**config.mk**
```make
export PLATFORM = sky130hd
export DESIGN_NAME = stp_bpdu_receive
export DESIGN_NICKNAME = d
export VERILOG_FILES = /design/src/hdl/stpb_pkg.sv /design/src/hdl/stpb_vec_cmp.sv /design/src/hdl/stpb_port_table.sv /design/src/hdl/stp_bpdu_receive.sv
export SDC_FILE = /design/constraint.sdc
export NUM_CORES = 2
export LEC_CHECK = 0
export ABC_AREA = 1
export BUFFER_PORTS_ARGS = -buffer_cell sky130_fd_sc_hd__buf_2
export CAP_MARGIN = 10
export CORE_MARGIN = 4
export CORE_UTILIZATION = 35
export CTS_CLUSTER_DIAMETER = 120
export DETAILED_ROUTE_END_ITERATION = 8
export PLACE_DENSITY_LB_ADDON = 0.12
export SLEW_MARGIN = 20
export SYNTH_ARGS = -nofsm -noshare
export SYNTH_HDL_FRONTEND = slang
export SYNTH_SLANG_ARGS = --single-unit
```
**constraint.sdc**
```tcl
create_clock -name clk -period 10.65 [get_ports clk]
set_clock_uncertainty 0.2 [all_clocks]
set_input_delay 0.5325 -clock clk [delete_from_list [all_inputs] [get_ports clk]]
set_output_delay 0.5325 -clock clk [all_outputs]
set_load 0.1 [all_outputs]
```
**src/hdl/stpb_pkg.sv**
```systemverilog
// stpb_pkg: shared types and constants for the spanning-tree BPDU receive engine.
// No dependencies; used by every module under hdl.
package stpb_pkg;

	// number of local ports with a stored best BPDU (2 to 16; port numbers are 4 bits wide)
	localparam int NUM_PORTS = 16;
	localparam int PORT_W    = (NUM_PORTS > 1) ? $clog2(NUM_PORTS) : 1;

	localparam int ID_W   = 48;
	localparam int COST_W = 32;
	localparam int LINK_W = 16;
	localparam int PNUM_W = 4;

	// action codes of an input item
	localparam logic ACT_BPDU = 1'b0;
	localparam logic ACT_INIT = 1'b1;

	typedef logic [PORT_W-1:0] port_idx_t;

	// priority vector; root is most significant so a plain compare orders it
	typedef struct packed {
		logic [ID_W-1:0]   root;
		logic [COST_W-1:0] cost;
		logic [ID_W-1:0]   sender;
	} vec_t;

	// write/clear request from the sequencer to the port table
	typedef struct packed {
		logic      wr_en;
		port_idx_t wr_idx;
		vec_t      wr_data;
		logic      clr_all;
	} tbl_wr_t;

endpackage

```
**src/hdl/stpb_vec_cmp.sv**
```systemverilog
// stpb_vec_cmp: shared priority-vector comparator.
// Depends on stpb_pkg for vec_t.
module stpb_vec_cmp (
	input  stpb_pkg::vec_t a,
	input  stpb_pkg::vec_t b,
	output logic           better
);

	// lexicographic root, cost, sender order; equal is not better
	assign better = a < b;

endmodule

```
**src/hdl/stpb_port_table.sv**
```systemverilog
// stpb_port_table: per-port best BPDU memory with valid bits.
// Depends on stpb_pkg for vec_t, port_idx_t and tbl_wr_t.
module stpb_port_table (
	input  logic                clk,
	input  logic                arst_n,
	input  logic                rd_en,
	input  stpb_pkg::port_idx_t rd_idx,
	input  stpb_pkg::tbl_wr_t   wr,
	output stpb_pkg::vec_t      rd_data,
	output logic                rd_valid
);

	stpb_pkg::vec_t                   mem_q [stpb_pkg::NUM_PORTS];
	logic [stpb_pkg::NUM_PORTS-1:0]   valid_q;
	stpb_pkg::vec_t                   rd_data_q;
	logic                             rd_valid_q;

	// entry storage and registered read, no reset on payload
	always_ff @(posedge clk) begin
		if (wr.wr_en) begin
			mem_q[wr.wr_idx] <= wr.wr_data;
		end
		if (rd_en) begin
			rd_data_q <= mem_q[rd_idx];
		end
	end

	// valid bits: init clears all at once, a write sets one
	always_ff @(posedge clk or negedge arst_n) begin
		if (!arst_n) begin
			valid_q    <= '0;
			rd_valid_q <= 1'b0;
		end else begin
			if (wr.clr_all) begin
				valid_q <= '0;
			end else if (wr.wr_en) begin
				valid_q[wr.wr_idx] <= 1'b1;
			end
			if (rd_en) begin
				rd_valid_q <= valid_q[rd_idx];
			end
		end
	end

	assign rd_data  = rd_data_q;
	assign rd_valid = rd_valid_q;

endmodule

```
**src/hdl/stp_bpdu_receive.sv**
```systemverilog
// stp_bpdu_receive: BPDU receive engine top level with sequencer and root state.
// Depends on stpb_pkg, stpb_vec_cmp and stpb_port_table.
// An accepted item runs the table-compare step, then the own-vector step, which registers done.
// Busy is high for the one table-compare cycle; a new item can be taken in the own-vector step.
// The single comparator is used twice per item: against the port entry, then the own vector.
// Reset: root = 0, cost 0, root port 0, own id 0, all port entries invalid; no stall on results.
module stp_bpdu_receive (
	input  logic        clk,
	input  logic        arst_n,
	input  logic        start,
	output logic        busy,
	input  logic        action,
	input  logic [3:0]  in_port,
	input  logic [47:0] bpdu_root_id,
	input  logic [31:0] bpdu_cost,
	input  logic [47:0] bpdu_sender_id,
	input  logic [15:0] link_cost,
	input  logic        cfg_we,
	input  logic [47:0] cfg_data,
	output logic        done,
	output logic        changed,
	output logic [47:0] root_id,
	output logic [31:0] root_cost,
	output logic [3:0]  uplink_port,
	output logic        is_root,
	output logic        port_entry_updated
);

	localparam int PW = stpb_pkg::PORT_W;

	typedef enum logic [1:0] {
		S_IDLE,
		S_PORT,
		S_OWN
	} state_t;

	state_t                       state_q;
	logic                         accept;
	logic [32:0]                  cost_sum;
	logic [31:0]                  cost_sat;
	logic                         port_ok;

	// item registers
	logic                         act_q;
	logic [3:0]                   port_q;
	logic                         port_ok_q;
	stpb_pkg::vec_t               rvec_q;

	// root state and result flags
	logic [47:0]                  own_id_q;
	logic [47:0]                  cur_root_q;
	logic [31:0]                  cur_cost_q;
	logic [3:0]                   cur_port_q;
	logic                         upd_q;
	logic                         done_q;
	logic                         changed_q;
	logic                         is_root_q;
	logic                         out_upd_q;

	stpb_pkg::vec_t               cmp_b;
	logic                         better;
	stpb_pkg::vec_t               tbl_rd_data;
	logic                         tbl_rd_valid;
	stpb_pkg::tbl_wr_t            tbl_wr;
	logic                         take_port;
	logic [47:0]                  nxt_root;

	assign busy   = (state_q == S_PORT);
	assign accept = start && !busy;

	// received cost plus link cost, saturating
	assign cost_sum = {1'b0, bpdu_cost} + {17'd0, link_cost};
	assign cost_sat = cost_sum[32] ? '1 : cost_sum[31:0];
	assign port_ok  = 32'(in_port) < stpb_pkg::NUM_PORTS;

	// capture the item at accept
	always_ff @(posedge clk) begin
		if (accept) begin
			act_q       <= action;
			port_q      <= in_port;
			port_ok_q   <= port_ok;
			rvec_q      <= '{root: bpdu_root_id, cost: cost_sat, sender: bpdu_sender_id};
		end
	end

	// config register
	always_ff @(posedge clk or negedge arst_n) begin
		if (!arst_n) begin
			own_id_q <= '0;
		end else if (cfg_we) begin
			own_id_q <= cfg_data;
		end
	end

	// shared comparator: port entry first, own vector second
	assign cmp_b = (state_q == S_PORT) ? tbl_rd_data :
		stpb_pkg::vec_t'{root: cur_root_q, cost: cur_cost_q, sender: own_id_q};

	stpb_vec_cmp u_cmp (
		.a      (rvec_q),
		.b      (cmp_b),
		.better (better)
	);

	// table write, or table clear on init, in the port-compare step
	always_comb begin
		take_port      = (act_q == stpb_pkg::ACT_BPDU) && port_ok_q
			&& (!tbl_rd_valid || better);
		tbl_wr.wr_en   = (state_q == S_PORT) && take_port;
		tbl_wr.wr_idx  = PW'(port_q);
		tbl_wr.wr_data = rvec_q;
		tbl_wr.clr_all = (state_q == S_PORT) && (act_q == stpb_pkg::ACT_INIT);
	end

	stpb_port_table u_tbl (
		.clk      (clk),
		.arst_n   (arst_n),
		.rd_en    (accept),
		.rd_idx   (PW'(in_port)),
		.wr       (tbl_wr),
		.rd_data  (tbl_rd_data),
		.rd_valid (tbl_rd_valid)
	);

	// root after the own-vector step, for the is_root flag
	always_comb begin
		if (act_q == stpb_pkg::ACT_INIT) begin
			nxt_root = own_id_q;
		end else if (better) begin
			nxt_root = rvec_q.root;
		end else begin
			nxt_root = cur_root_q;
		end
	end

	// sequencer, root state and result registers
	always_ff @(posedge clk or negedge arst_n) begin
		if (!arst_n) begin
			state_q    <= S_IDLE;
			cur_root_q <= '0;
			cur_cost_q <= '0;
			cur_port_q <= '0;
			upd_q      <= 1'b0;
			done_q     <= 1'b0;
			changed_q  <= 1'b0;
			is_root_q  <= 1'b0;
			out_upd_q  <= 1'b0;
		end else begin
			done_q <= 1'b0;
			case (state_q)
				S_IDLE: begin
					if (accept) begin
						state_q <= S_PORT;
					end
				end
				S_PORT: begin
					upd_q   <= take_port;
					state_q <= S_OWN;
				end
				S_OWN: begin
					done_q    <= 1'b1;
					out_upd_q <= upd_q;
					is_root_q <= (nxt_root == own_id_q);
					if (act_q == stpb_pkg::ACT_INIT) begin
						cur_root_q <= own_id_q;
						cur_cost_q <= '0;
						cur_port_q <= '0;
						changed_q  <= 1'b0;
					end else if (better) begin
						cur_root_q <= rvec_q.root;
						cur_cost_q <= rvec_q.cost;
						if (port_ok_q) begin
							cur_port_q <= port_q;
						end
						changed_q  <= 1'b1;
					end else begin
						changed_q  <= 1'b0;
					end
					state_q <= accept ? S_PORT : S_IDLE;
				end
				default: begin
					state_q <= S_IDLE;
				end
			endcase
		end
	end

	assign done               = done_q;
	assign changed            = changed_q;
	assign root_id            = cur_root_q;
	assign root_cost          = cur_cost_q;
	assign uplink_port        = cur_port_q;
	assign is_root            = is_root_q;
	assign port_entry_updated = out_upd_q;

	// an accepted item always enters the table-compare step
	a_accept_busy: assert property (@(posedge clk) disable iff (!arst_n)
		start && !busy |=> busy)
		else $error("accepted item did not start the table compare");

	// a result strobe follows a table-compare step, with the own-vector step between them
	a_done_after_cmp: assert property (@(posedge clk) disable iff (!arst_n)
		done |-> $past(busy, 2))
		else $error("result strobe without a preceding compare step");

	// is_root agrees with the reported root and the own id
	a_is_root: assert property (@(posedge clk) disable iff (!arst_n)
		done |-> (is_root == (root_id == own_id_q)))
		else $error("is_root disagrees with root_id");

endmodule
```
* Yosys cells after proc, flatten, opt, wreduce, memory -nomap -nowiden
Memories as Yosys holds them, arrays and structs flattened. A register that Yosys moved wholly into a read port is not among the register bits.
Index checks and enable logic that the tools add are counted.
** Storage, ports and cells
- ROM bits :: 0
- Bits in writable memories :: 2048
- Latch bits :: 0
- Memories kept :: 1
- Flip-flop bits (word level) :: 289
- Bits of input ports :: 201
** Cells by class
- Div/mod/pow operators :: 0
- Muxes and demuxes :: 21
- $mul :: 0
- $lt $le $gt $ge :: 4
- Equality and inequality tests :: 4
- Add/sub/neg operators :: 1
- Shift operators :: 0
- Bitwise logic cells :: 2
- Reduce and logical (&&, ||, !) cells :: 12
** Memory list
- u_tbl.mem_q :: depth 16, width 128, rd ports 1, clocked after Yosys merged registers in 1, wr ports 1, RTL line stpb_port_table.sv:13 : stpb_pkg::vec_t mem_q [stpb_pkg::NUM_PORTS];
** Operators with widths (count)
- $lt 128x128->1 :: 1
- $mux 128 :: 1
- $mux 48 :: 2
- $mux 32 :: 2
- $eq 48x48->1 :: 1
- $add 32x16->33 :: 1
- $mux 16 :: 2
- $or 16x16->16 :: 1
- $lt 4x5->1 const B :: 2
- $mux 1 :: 8
- $mux 4 :: 2
- $pmux 2 s3 :: 1
- $logic_and 1x1->1 :: 5
- $bmux 1 s4 :: 1
- $demux 1 s4 :: 1
- $ge 4x1->1 const B :: 1
- $reduce_bool 2->1 :: 2
- $eq 2x1->1 const B :: 1
- $eq 2x2->1 const B :: 1
- $logic_not 1->1 :: 2
- $logic_not 2->1 :: 1
- $mux 2 :: 1
- $ne 2x2->1 const B :: 1
- $reduce_and 2->1 :: 1
- other kinds (2) :: 2

* Longest topological paths before layout
- Depth in word-level cells :: 8
- Gate-level depth with buffers :: 32
- Depth with buffers taken out :: 30

* By module
Synthesis repeated with hierarchy kept, for this count alone.
** Second synthesis, totals
- Cells, all modules :: 8821
- Area, all modules :: 103351.6 um2
** Modules (own cells, without submodules)
- stpb_port_table :: cells each 6490, area an instance 85781.0 um2, instances 1
- stp_bpdu_receive :: cells each 1801, area an instance 14263.7 um2, instances 1
- stpb_vec_cmp :: cells each 530, area an instance 3306.9 um2, instances 1

* Least setup slack after synthesis
No wires, ideal clock.
- Kind :: reg2reg
- Start point :: register cur_root_q[5] (netlist: root_id[5])
- End point :: memory u_tbl.mem_q[15][0] in the netlist's numbering, enable pin
- Arrival time :: 8325 ps
- Buffers on the path :: 0
- Period minus slack after synthesis :: 9147 ps
- Stages on the path, launching flop included :: 20
- Slack :: 1503 ps
- Cell sequence :: dfrtp_1 -> inv_1 -> nand2_1 -> o21ai_0 -> ha_1 -> a21oi_1 -> nor2_1 -> a211oi_1 -> a21oi_1 -> nor2_1 -> a21oi_1 -> nor2_2 -> nand2_4 -> a21oi_2 -> inv_2 -> nor2_2 -> inv_2 -> nor2_1 -> inv_2 -> nor2_1
** Between the ends
- Longest elaborated chain between the ends :: 7
** Ends and longest elaborated chain
- start: declaration :: RTL line stp_bpdu_receive.sv:51 : logic [47:0] cur_root_q;
- start signal: assignment :: RTL line stp_bpdu_receive.sv:165 : cur_root_q <= own_id_q;
- start signal: assignment :: RTL line stp_bpdu_receive.sv:170 : cur_root_q <= rvec_q.root;
- $mux 128 :: RTL line stp_bpdu_receive.sv:96 : assign cmp_b = (state_q == S_PORT) ? tbl_rd_data :
- $lt 128x128->1 :: RTL line stpb_vec_cmp.sv:10 : assign better = a < b;
- $logic_or 1x1->1 :: RTL line stp_bpdu_receive.sv:108 : && (!tbl_rd_valid || better);
- $logic_and 1x1->1 :: RTL line stp_bpdu_receive.sv:108
- $logic_and 1x1->1 :: RTL line stp_bpdu_receive.sv:109 : tbl_wr.wr_en = (state_q == S_PORT) && take_port;
- $mux 1 :: RTL line stpb_port_table.sv:20 : if (wr.wr_en) begin
- $mux 1 (implied by the code) :: RTL line stpb_port_table.sv:21 : mem_q[wr.wr_idx] <= wr.wr_data;
- end: declaration :: RTL line stpb_port_table.sv:13
Every way passes these cells.

* Worst setup path after layout
- Start point :: register state_q[0]
- End point :: memory u_tbl.mem_q[1][116] in the netlist's numbering, enable pin
** Between the ends
- Longest elaborated chain between the ends :: 8
** Ends and longest elaborated chain
- start: declaration :: RTL line stp_bpdu_receive.sv:37 : state_t state_q;
- start signal: assignment :: RTL line stp_bpdu_receive.sv:179 : state_q <= accept ? S_PORT : S_IDLE;
- $eq 2x1->1 * :: RTL line stp_bpdu_receive.sv:96, stp_bpdu_receive.sv:109
- $mux 128 :: RTL line stp_bpdu_receive.sv:96
- $lt 128x128->1 :: RTL line stpb_vec_cmp.sv:10
- $logic_or 1x1->1 :: RTL line stp_bpdu_receive.sv:108
- $logic_and 1x1->1 :: RTL line stp_bpdu_receive.sv:108
- $logic_and 1x1->1 * :: RTL line stp_bpdu_receive.sv:109
- $mux 1 * :: RTL line stpb_port_table.sv:20
- $mux 1 (implied by the code) * :: RTL line stpb_port_table.sv:21
Mark *: on every way between the ends. The rest lies on a longest branch, timed or not.

==> key figures <==
Job
  – Max_cap viols: 0

Worst setup path
  – Critical-path maximum fanout: 141
  – Crit path capture type: register
  – Crit path launch type: register
  – Critical Path Source: state_q[0]
  – Crit Reg-Reg Startpoint: state_q[0]
  – WP data arrival: 7.08 ns
  – Setup CP Type: reg -> reg
  – CP required: 10.90 ns

Synth
  – Post-synth cell types: 53
  – Avg Inst Size Synth: 12.79 µm²
  – Cells after Synth: 7805
  – Count leader, synth: edfxtp_1
  – Main synth FF type: edfxtp_1
  – Post-synth EDFFs: 2309
  – Area leader, netlist: edfxtp_1
  – Most area-consuming cells after synthesis: edfxtp_1 69%, o21ai_0 7.2%, nor2_1 4.5%
  – Post-Syn Nets: 8150
  – Sequential share of the synthesized area: 73.37%
  – Synth top area share: 69.46%
  – Synth async-reset ratio: 6.329%
  – Syn Std Cell Area: 99820 µm²
  – Synth warn: 0
  – Top cells by count, synth: 2309 x edfxtp_1, 1428 x o21ai_0, 1202 x nor2_1
  – Yosys reg bits: 2465

Timing
  – Hold Fails Final Rpt: 0
  – Final setup TNS: 0 ns
  – Final Max Tran Viols: 0
  – Worst rel slew slack: 26.91%
  – Final setup fails: 0
  – Fmax: 146.5 MHz
  – Min Tclk post-route: 6.824 ns
  – Min setup slack post-route: 3.826 ns
  – Unrepaired setup endpoints after global routing: no
  – Period utilization: 64.08%
  – Worst Tran Pin Value: 1.096 ns

Min path
  – HP Class: in -> async

Clock tree
  – Total CTS buffers: 283
  – CTS Root Cell: clkbuf_16
  – Post-cts resize count: 0
  – Worst-skew pair later-pin latency: 0.86 ns
  – CTS tree: yes
  – Clock slew at reported path FFs: 0.06 ns
  – H-tree depth: 5
  – Clk buf depth: 4
  – Sink Count: 2465

Status
  – Status: finished clean

Place
  – Buffers on Ports: 289
  – Detail Placement HPWL: 196.3 mm
  – Pre-CTS WS: 3.877 ns
  – GP Congestion: 0.8844
  – Placed insts: 11490

Route
  – Post-Route WL: 344.5 mm
  – Length of the first detailed-routing pass in iterations: 6
  – Initial detailed-routing violation count: 7018
  – DR WL/cell: 28.23 µm
  – DRC violation count after routing: 0
  – Avg Vias per Cell: 5.525
  – Antenna-violating nets left: 0
  – Via count: 67420

Final layout
  – Final #Nets: 8577
  – Post-Layout Cell Count: 12200
  – Share of layout cells above drive strength 1: 10.71%
  – Area Growth Syn to Fin: 16.87%

Power
  – Power density cells: 232.9 nW/µm²
  – Combinational fraction of design power: 20.4%
  – Power Total: 27.17 mW
  – Reg power frac: 44.9%
  – Internal power: 18.23 mW
  – Worst VDD drop: 0.1669 mV
  – Switching power: 8.937 mW
  – Switching Share: 32.90%
  – Leak Pwr: 39.85 nW
  – Clk pwr share: 34.7%

Floorplanning
  – Initial Util: 35.27%
  – FP Rows: 195
  – I/O Pins: 290
  – Core footprint: 283000 µm²
  – Die Ht: 542.0 µm
  – DIE WIDTH: 542.0 µm
  – Die area: 293800 µm²

Global route
  – First-pass GRT wire length: 488.1 mm
  – Largest net degree at the start of global routing: 193
  – Global Route Usage Sum: 22.77%
  – Vias in the first global route: 65420
  – Initial antenna violation count: 33
  – Global route total overflow: 0
[power by group through the flow]
stage	Combinational [mW]	Sequential (mW)	Clock, mW
final	5.53	12.2	9.42
after global routing	5.99	12.2	10.0
after CTS	5.54	12.2	9.64
after detailed placement	5.46	12.4	0
after global placement	5.43	12.4	0
after floorplan	2.43	13.3	0
[final timing paths]
check                                      end  slack [ns]  cells after the start
max                        u_tbl.mem_q[1][116]        3.83                     22
min                               root_cost[3]        0.05                      2
max reg2reg                u_tbl.mem_q[1][116]        3.83                     22
min reg2reg                  u_tbl.valid_q[13]        0.30                      2
max in group asynchronous           root_id[5]        8.94                      3
min in group clk                   own_id_q[4]        0.06                      3
[stage by stage]
step           hold slack [ns]  utilization [%]  cell area [µm²]
3_3_place_gp            0.2739            37.39           105800
5_1_grt                0.02731            41.21           116600
6_report               0.05171            41.22           116700
3_5_place_dp            0.2835            37.39           105800
4_1_cts               0.007714            41.20           116600
2_1_floorplan          0.03691                -            99820
[cells in the final DEF, fill, tap and decap left out, types with 74 or more instances in the layout]
master,netlist,final
buf_2,19,283
nand2_1,577,577
dlygate4sd3_1,0,196
buf_4,4,154
edfxtp_1,2309,2309
o22ai_1,405,405
inv_1,264,261
o221ai_1,217,217
clkbuf_16,0,289
dfrtp_1,156,156
ha_1,143,143
nand3_1,187,187
o21ai_0,1428,1428
nand4_1,74,74
a21oi_1,80,80
nor2_1,1202,1188
[layer usage]
| layer | GRT usage (%) | wire, µm |
|---|---|---|
| met3 | 2.224 | 17470 |
| met2 | 36.37 | 159000 |
| met5 | 0 | 0 |
| met4 | 9.435 | 15720 |
| met1 | 31.91 | 152300 |
[kinds of logic after synthesis]
group	count (synthesis)	synth area share, %
buffers and inverters	800	3.047
xor gates and xnor gates	13	0.1141
AOI/OAI and AO/OA	2263	12.94
and+or+nand+nor	2107	8.581
muxes	13	0.1304
adders and majority gates	144	1.813
DFF	2465	73.37
[registers in the layout, summed over array words and instances, names as in the netlist]
name / flops
act_q: 1
changed: 1
done: 1
is_root: 1
own_id_q: 48
port_entry_updated: 1
port_q: 4
root_cost: 32
root_id: 48
rvec_q: 128
state_q: 2
u_tbl.mem_q: 2048
u_tbl.rd_data: 128
u_tbl.rd_valid: 1
u_tbl.valid_q: 16
upd_q: 1
uplink_port: 4
[critical path, stage by stage (launching register included)]
cell,delay [ns]
dfrtp_1,0.48
nand2_8,0.65
buf_4,0.59
nand2_1,0.11
o21ai_0,0.12
ha_1,0.29
a21oi_1,0.16
o21a_1,0.13
nor2_1,0.04
a21oi_1,0.14
nand3_1,0.18
nand2_1,0.10
a21oi_1,0.09
nor2_4,0.08
buf_4,0.51
nand2_4,0.13
a21oi_2,0.19
inv_2,0.07
nor2_2,0.14
nand3_1,0.33
nor2_4,0.54
buf_4,0.50
buf_4,0.48
[area by class of cell]
| type | instances | area, µm² |
|---|---|---|
| antenna | 11 | 27.53 |
| clock buffer | 357 | 7557 |
| clock inverter | 144 | 1265 |
| fill | 26440 | 166400 |
| inverter | 279 | 1090 |
| multi-input combinational | 4540 | 23680 |
| sequential | 2465 | 73240 |
| tap | 3743 | 4683 |
| timing repair buffer | 663 | 5109 |
[repair_timing]
action,in CTS,in global routing
endpoints found under the hold margin,231,0
hold buffers,196,0
setup buffers,0,0
No activity file was read; power rests on OpenSTA's default activity.
